--- src/dmpt_pkg.sv ---
`timescale 1ns / 1ps
package dmpt_pkg;

  typedef enum logic {
    CMD_WRITE_KEY = 1'b0,
    CMD_UPDATE    = 1'b1
  } cmd_t;

  typedef enum logic [1:0] {
    CFG_KEY_COUNT   = 2'd0,
    CFG_ANIM_LENGTH = 2'd1,
    CFG_MATCH_EN    = 2'd2,
    CFG_UNUSED      = 2'd3
  } cfg_idx_t;

  typedef struct packed {
    logic        is_update;
    logic [5:0]  key_index;
    logic [31:0] key_value;
    logic [31:0] key_time;
    logic [31:0] distance;
    logic [31:0] delta_time;
  } item_t;

  typedef struct packed {
    logic  avail;
    item_t head;
  } queue_out_t;

  typedef enum logic [3:0] {
    ST_IDLE,
    ST_SEARCH,
    ST_SCMP,
    ST_RDB,
    ST_PREP,
    ST_DIV,
    ST_ALPHA,
    ST_MUL0,
    ST_MUL1,
    ST_SHIFT,
    ST_TGT,
    ST_FINISH
  } state_t;

  localparam int DIV_STEPS = 24;

endpackage

--- src/dmpt_front.sv ---
`timescale 1ns / 1ps
module dmpt_front
  import dmpt_pkg::*;
(
  input  logic        clk,
  input  logic        rst,
  input  logic        start,
  input  logic        command,
  input  logic [5:0]  key_index,
  input  logic [31:0] key_value,
  input  logic [31:0] key_time,
  input  logic [31:0] distance,
  input  logic [31:0] delta_time,
  input  logic        pop,
  output logic        busy,
  output queue_out_t  qout
);
  item_t      fq [2];
  logic       wr_ptr;
  logic       rd_ptr;
  logic [1:0] cnt;
  logic       push;
  item_t      in_item;

  assign busy = (cnt == 2'd2);
  assign push = start && !busy;

  always_comb begin
    in_item.is_update  = (command == CMD_UPDATE);
    in_item.key_index  = key_index;
    in_item.key_value  = key_value;
    in_item.key_time   = key_time;
    in_item.distance   = distance;
    in_item.delta_time = delta_time;
  end

  always_ff @(posedge clk) begin
    if (push) begin
      fq[wr_ptr] <= in_item;
    end
  end

  always_ff @(posedge clk) begin
    if (rst) begin
      wr_ptr <= 1'b0;
      rd_ptr <= 1'b0;
      cnt    <= 2'd0;
    end else begin
      if (push) begin
        wr_ptr <= ~wr_ptr;
      end
      if (pop) begin
        rd_ptr <= ~rd_ptr;
      end
      cnt <= cnt + 2'(push) - 2'(pop);
    end
  end

  assign qout.avail = (cnt != 2'd0);
  assign qout.head  = fq[rd_ptr];
endmodule

--- config.mk ---
export PLATFORM = sky130hd
export DESIGN_NAME = dmpt_front
export DESIGN_NICKNAME = d
export VERILOG_FILES = /design/src/dmpt_pkg.sv /design/src/dmpt_front.sv
export SDC_FILE = /design/constraint.sdc
export NUM_CORES = 1
export LEC_CHECK = 0
export BUFFER_PORTS_ARGS = -buffer_cell sky130_fd_sc_hd__buf_2
export CORE_MARGIN = 4
export CORE_UTILIZATION = 56
export DETAILED_ROUTE_END_ITERATION = 8
export HOLD_SLACK_MARGIN = 0.1
export MAX_ROUTING_LAYER = met4
export PLACE_DENSITY_LB_ADDON = 0.05
export REMOVE_ABC_BUFFERS = 1
export SLEW_MARGIN = 20
export SYNTH_ARGS = -nofsm -noshare
export SYNTH_HDL_FRONTEND = slang
export SYNTH_SLANG_ARGS = --single-unit
--- constraint.sdc ---
create_clock -name clk -period 10.95 [get_ports clk]
set_input_delay 1.095 -clock clk [delete_from_list [all_inputs] [get_ports clk]]
set_output_delay 1.095 -clock clk [all_outputs]
set_load 0.01 [all_outputs]
==> results of run 1 <==
## cell families (layout without fill, tap and decap cells)
family	after synthesis	count (layout)	share of synthesized area, %
AO/OA/AOI/OAI	2	2	0.0985
adder cells (fa/ha/maj)	2	2	0.246
buffers and inverters	19	332	1.32
flip-flops	275	275	80.8
other	0	8	0
multiplexers	135	135	16.8
XOR/XNOR	3	3	0.259
AND/OR/NAND/NOR	9	9	0.456
## metrics by stage
stage | power [uW] | utilization (%) | instances
6_report | 2640 | 71.9 | 991
5_1_grt | 2750 | 71.9 | 990
4_1_cts | 2670 | 71.6 | 982
3_5_place_dp | 1810 | 66.9 | 933
3_3_place_gp | 1790 | 66.9 | 933
2_1_floorplan | 1650 | - | 430
## flip-flops by register name, summed over array words and instances, names as in the netlist, named ones only
signal / cells
fq: 270
cnt: 2
rd_ptr: 1
wr_ptr: 1
## metal layers
layer / wire (um) / up-vias / GRT usage [%]
li1: - / 2372 / -
met1: 7400 / 2466 / 23.0
met2: 9700 / 221 / 30.6
met3: 1710 / 43 / 6.03
met4: 637 / 0 / 6.25
met5: 0 / - / -
## area by class of cell
type	count	area (um2)	area share [%]
antenna	8	20.0	0.159
multi-input combinational	151	1820	14.4
timing repair buffer	279	1430	11.3
clock inverter	11	100	0.794
sequential	275	8210	65.1
clock buffer	38	727	5.77
tap	225	282	2.23
inverter	4	20.0	0.159
## layout by cell type, fill, tap and decap left out, types with 4 or more instances in the layout
| cell | netlist | final |
|---|---|---|
| edfxtp_1 | 270 | 270 |
| mux2_2 | 85 | 85 |
| clkinv_2 | 0 | 5 |
| clkinv_1 | 0 | 4 |
| buf_2 | 8 | 275 |
| clkbuf_1 | 0 | 10 |
| diode_2 | 0 | 8 |
| mux2_4 | 50 | 50 |
| dfxtp_1 | 5 | 4 |
| clkbuf_16 | 0 | 27 |
## power breakdown
group | switching (uW) | internal [uW]
Sequential | 36.3 | 1320
Clock | 351 | 507
Combinational | 231 | 190
Total | 618 | 2020
## worst paths after layout
path	startpoint	to	slack, ps
max	flop	qout[77]	7320
min	wr_ptr$_SDFFE_PP0P_	wr_ptr$_SDFFE_PP0P_	510
max reg2reg	cnt[0]$_SDFF_PP0_	fq[0][85]$_DFFE_PP_	8200
min reg2reg	wr_ptr$_SDFFE_PP0P_	wr_ptr$_SDFFE_PP0P_	510
## worst min-delay path: cells and delay by family, from the launching register on
kind	cells	cell delay [ps]
AO/OA/AOI/OAI	2	130
flip-flops	1	320
==> results.sh, run 1 <==
export IMPL_cp_max_fo=61
export IMPL_hp_class="flop to flop"
export IMPL_drive_above_1_share_pct=59.8
export IMPL_cts_tree="done"
export IMPL_fin_hold_ws_ps=506
export IMPL_whs_path_depth=2
export IMPL_root_buffer="clkbuf_16"
export IMPL_syn_avg_cell_area_um2=22.8
export IMPL_initial_utilization_pct=57.9
export IMPL_max_cap_violations=0
export IMPL_slew_violations=0
export IMPL_cts_made_buffers=27
export IMPL_outcome="complete, no violations"
export IMPL_antenna_left=0
export IMPL_cellPowerDensity_mw_per_mm2=209
export IMPL_final_cell_area_mm2=0.0126
export IMPL_dp_hpwl_mm=13.0
export IMPL_cts_sinks=275
export IMPL_antenna_found_initial=7
export IMPL_pre_cts_slack_ps=7220
export IMPL_synthTopCellsByArea="edfxtp_1 80%, mux2_2 9.4%, mux2_4 7.4%, dfxtp_1 0.99%, buf_6 0.78%"
export IMPL_fillers=1156
export IMPL_yosys_warnings=0
export IMPL_critPathMaxStageDelay_ps=780
export IMPL_cts_setup_buffers=0
export IMPL_die_w_um=143
export IMPL_path_depth=3
export IMPL_irDropWorstVdd_v=0.000163
export IMPL_crit_type="flop to output port"
export IMPL_worst_slack_ps=7320
export IMPL_cp_required_ps=9860
export IMPL_synth_area_leader_cell="edfxtp_1"
export IMPL_critPathBufInv=2
export IMPL_clk_pin_slew_ps=60
export IMPL_overflow=0
export IMPL_dr_total_vias=5102
export IMPL_reg2regPathDepth=5
export IMPL_synthFlopType="edfxtp_1"
export IMPL_clk_latency_ps=510
export IMPL_fin_crit_sh_pct=33.1
export IMPL_track_usage_pct=19.0
export IMPL_synth_area_mm2=0.0102
export IMPL_power_leakage_uw=0.00485
export IMPL_worst_path_max_delay_cell="buf_4"
export IMPL_grt_pass1_vias=5497
export IMPL_drc=0
export IMPL_finalNetCount=879
export IMPL_grt_pass1_wl_mm=28.9
export IMPL_core_area_mm2=0.0175
export IMPL_grt_max_degree=76
export IMPL_post_drt_wl_per_cell_um=19.6
export IMPL_via_per_inst=5.15
export IMPL_ys_seq_elements=275
export IMPL_drt_first_pass_iters=4
export IMPL_crit_family="buffers and inverters"
export IMPL_ys_async_sr_fraction_pct=0
export IMPL_die_area_mm2=0.0204
export IMPL_htreeDepth=1
export IMPL_hold_viol=0
export IMPL_worst_setup_path_start_kind="flop"
export IMPL_critPathArrivalTime_ps=2530
export IMPL_fin_crit_ps=3630
export IMPL_max_freq_ghz=0.276
export IMPL_syn_inst=445
export IMPL_setup_viol=0
export IMPL_placed_cell_area_mm2=0.0117
export IMPL_relSlewSlack_pct=34.9
export IMPL_port_buffers=275
export IMPL_cp_cell_sequence="buf_4, mux2_2, buf_2"
export IMPL_rsz0062_at_grt="no"
export IMPL_postRouteWirelength_mm=19.4
export IMPL_ys_types=19
export IMPL_areaGrowthSynthToFinish_pct=24.1
export IMPL_ys_seq_area_share_pct=80.8
export IMPL_clock_skew_ps=14.6
export IMPL_worst_pin_slew_ps=977
export IMPL_synth_top_cell_area_share_pct=79.8
export IMPL_rows=48
export IMPL_gp_congestion=0.776
export IMPL_cts_resized=0
export IMPL_ctsHoldBuffers=0
export IMPL_endpoint_kind="output port"
export IMPL_synth_most_common_cell="edfxtp_1"
export IMPL_first_iter_violations=254
export IMPL_setup_tns_ps=0
export IMPL_synth_edff_count=270
export IMPL_clockBufferDepth=3
export IMPL_die_y_um=143
export IMPL_synthTopCellsByCount="270 x edfxtp_1, 85 x mux2_2, 50 x mux2_4"
export IMPL_io_pins=276
(Power assumes the default switching activity.)
==> inputs of run 2 (changes only) <==
--- a/config.mk
+++ b/config.mk
@@ -5,9 +5,10 @@
 export SDC_FILE = /design/constraint.sdc
 export NUM_CORES = 1
 export LEC_CHECK = 0
+export ABC_AREA = 1
 export BUFFER_PORTS_ARGS = -buffer_cell sky130_fd_sc_hd__buf_2
 export CORE_MARGIN = 4
-export CORE_UTILIZATION = 56
+export CORE_UTILIZATION = 52
 export DETAILED_ROUTE_END_ITERATION = 8
 export HOLD_SLACK_MARGIN = 0.1
 export MAX_ROUTING_LAYER = met4
==> constraint.sdc (replaced) <==
create_clock -name clk -period 3.7 [get_ports clk]
set_input_delay 0.37 -clock clk [delete_from_list [all_inputs] [get_ports clk]]
set_output_delay 0.37 -clock clk [all_outputs]
set_load 0.01 [all_outputs]
==> run 2 against run 1 <==
Net effect: total power rose to 2.9 times the previous value; cell area rose by 12%; first-iteration DRC count rose by 18%; combinational power rose to 2.5 times the previous value; synthesized cell count rose by 1.8%; sequential power rose to 2.8 times the previous value; sequential cell count did not move; via count rose by 12%; register-to-register slack got worse by 6600 ps; non-clock buffer count rose by 140; setup slack got worse by 6300 ps; count of clock-buffer cells in the layout fell by 2; largest power group unchanged.
==> results.sh, run 2 <==
export IMPL_outcome="complete, no violations"
export IMPL_synth_area_leader_cell="edfxtp_1"
export IMPL_synth_area_mm2=0.0102
export IMPL_antenna_left=0
export IMPL_cts_sinks=275
export IMPL_drt_first_pass_iters=6
export IMPL_io_pins=276
export IMPL_synth_adder_area_share_pct=0.246
export IMPL_worst_path_max_delay_cell="dfxtp_4"
export IMPL_port_buffers=275
export IMPL_final_common_cell="buf_2"
export IMPL_setup_tns_ps=0
export IMPL_synthTopCellsByArea="edfxtp_1 80%, mux2_2 9.4%, mux2_4 7.4%, dfxtp_1 0.98%, buf_6 0.78%"
export IMPL_synth_compound_area_share_pct=0.0984
export IMPL_ys_seq_elements=275
export IMPL_via_per_inst=4.89
export IMPL_post_drt_wl_per_cell_um=18.0
export IMPL_antenna_found_initial=1
export IMPL_cellPowerDensity_mw_per_mm2=538
export IMPL_rows=50
export IMPL_drive_above_1_share_pct=50.4
export IMPL_synthTopCellsByCount="270 x edfxtp_1, 85 x mux2_2, 50 x mux2_4"
export IMPL_final_core_util_pct=74.4
export IMPL_die_y_um=148
export IMPL_track_usage_pct=19.3
export IMPL_ys_async_sr_fraction_pct=0
export IMPL_crit_family="flip-flops"
export IMPL_htreeDepth=1
export IMPL_cp_cell_sequence="buf_12, mux2_2, buf_2"
export IMPL_ys_seq_area_share_pct=80.7
export IMPL_fin_crit_ps=2700
export IMPL_dr_total_vias=5717
export IMPL_postRouteWirelength_mm=21.0
export IMPL_overflow=0
export IMPL_core_area_mm2=0.0190
export IMPL_fin_total_pwr_uw=7590
export IMPL_worst_pin_slew_ps=1010
export IMPL_synth_simple_area_share_pct=0.578
export IMPL_cp_max_fo=78
export IMPL_irDropWorstVdd_v=0.000411
export IMPL_critPathMaxStageDelay_ps=660
export IMPL_endpoint_kind="output port"
export IMPL_areaGrowthSynthToFinish_pct=38.7
export IMPL_dp_hpwl_mm=13.4
export IMPL_power_leakage_uw=0.00548
export IMPL_pre_cts_slack_ps=1580
export IMPL_synth_top_family_by_area="multiplexers"
export IMPL_worst_setup_path_start_kind="flop"
export IMPL_clock_skew_ps=6.11
export IMPL_cp_required_ps=3330
export IMPL_finalNetCount=1029
export IMPL_grt_pass1_wl_mm=32.1
export IMPL_critPathArrivalTime_ps=2330
export IMPL_syn_inst=453
export IMPL_relSlewSlack_pct=32.7
export IMPL_grt_pass1_vias=6208
export IMPL_die_area_mm2=0.0219
export IMPL_hold_viol=0
export IMPL_synth_most_common_cell="edfxtp_1"
export IMPL_crit_type="flop to output port"
export IMPL_synth_top_cell_area_share_pct=79.7
export IMPL_yosys_warnings=0
export IMPL_setup_viol=0
export IMPL_die_w_um=148
export IMPL_synth_edff_count=270
export IMPL_clk_pin_slew_ps=60
export IMPL_layout_common_cells="275 x buf_2, 270 x edfxtp_1, 136 x dlygate4sd3_1"
export IMPL_regMostFlops="fq"
export IMPL_gp_congestion=0.751
export IMPL_synth_xor_area_share_pct=0.0861
export IMPL_initial_utilization_pct=53.6
export IMPL_hp_class="input port to flop"
export IMPL_drc=0
export IMPL_syn_avg_cell_area_um2=22.4
export IMPL_cts_made_buffers=29
export IMPL_largest_register_ffs=270
export IMPL_grt_max_degree=85
export IMPL_muxShareOfSynthArea_pct=16.8
export IMPL_max_freq_ghz=0.371
export IMPL_cts_tree="done"
export IMPL_fillers=1159
export IMPL_fin_crit_sh_pct=72.9
export IMPL_cts_resized=0
export IMPL_clk_latency_ps=530
export IMPL_rsz0062_at_grt="no"
export IMPL_synthFlopType="edfxtp_1"
export IMPL_clockBufferDepth=3
export IMPL_slew_violations=0
export IMPL_max_cap_violations=0
export IMPL_critPathBufInv=2
export IMPL_ys_types=13
export IMPL_worst_slack_ps=1000
export IMPL_root_buffer="clkbuf_16"
export IMPL_largest_registers="fq x270, cnt x2"
export IMPL_first_iter_violations=299
export IMPL_fin_hold_ws_ps=138
==> run 2: worst register-to-register path, cell delays in order (launching register included) <==
cell and delay [ps]:
dfxtp_1 340, inv_1 60, nand2_1 120, nand3_1 180, inv_6 600, buf_4 460
==> run 2: power breakdown <==
part | switching, uW | internal [uW]
logic | 534 | 532
registers | 74.1 | 3740
clock network | 1080 | 1630
==> run 2: cell families after synthesis <==
family,count (synthesis)
adder cells (fa/ha/maj),2
buffers and inverters,23
XOR/XNOR,1
flip-flops,275
multiplexers,135
AND/OR/NAND/NOR,15
AO/OA/AOI/OAI,2
==> run 2: metrics by stage <==
step           area (um2)  cells
3_5_place_dp        11800    981
4_1_cts             14100   1169
3_3_place_gp        11800    981
6_report            14100   1170
2_1_floorplan       10000    438
5_1_grt             14100   1170
==> run 2: repair_timing <==
item                                   CTS  global route
setup buffers                            0             0
endpoints found under the hold margin  273             0
hold buffers                           136             0
==> run 2: per-layer routing <==
layer	share of wire [%]	global-route usage, %
met5	0	-
met2	52	33.0
met3	7.8	4.90
met4	2.4	5.87
met1	38	22.9
==> run 2: final timing paths <==
| kind | startpoint | endpoint | depth (start not counted) | slack (ps) |
|---|---|---|---|---|
| hold reg to reg | rd_ptr$_SDFFE_PP0P_ | rd_ptr$_SDFFE_PP0P_ | 2 | 530 |
| hold / removal | start | wr_ptr$_SDFFE_PP0P_ | 3 | 140 |
| setup reg to reg | cnt[0]$_SDFF_PP0_ | fq[1][106]$_DFFE_PP_ | 5 | 1620 |
| setup / recovery | flop | qout[70] | 3 | 1000 |
==> run 2: area by class of cell <==
cell class | instances | area [um2] | share of cell area [%]
Antenna cell | 1 | 2.50 | 0.0177
Clock buffer | 36 | 752 | 5.33
Clock inverter | 16 | 145 | 1.03
Inverter | 8 | 35.0 | 0.248
Multi-Input combinational cell | 155 | 1820 | 12.9
Sequential cell | 275 | 8210 | 58.2
Tap cell | 260 | 325 | 2.31
Timing Repair Buffer | 419 | 2810 | 19.9
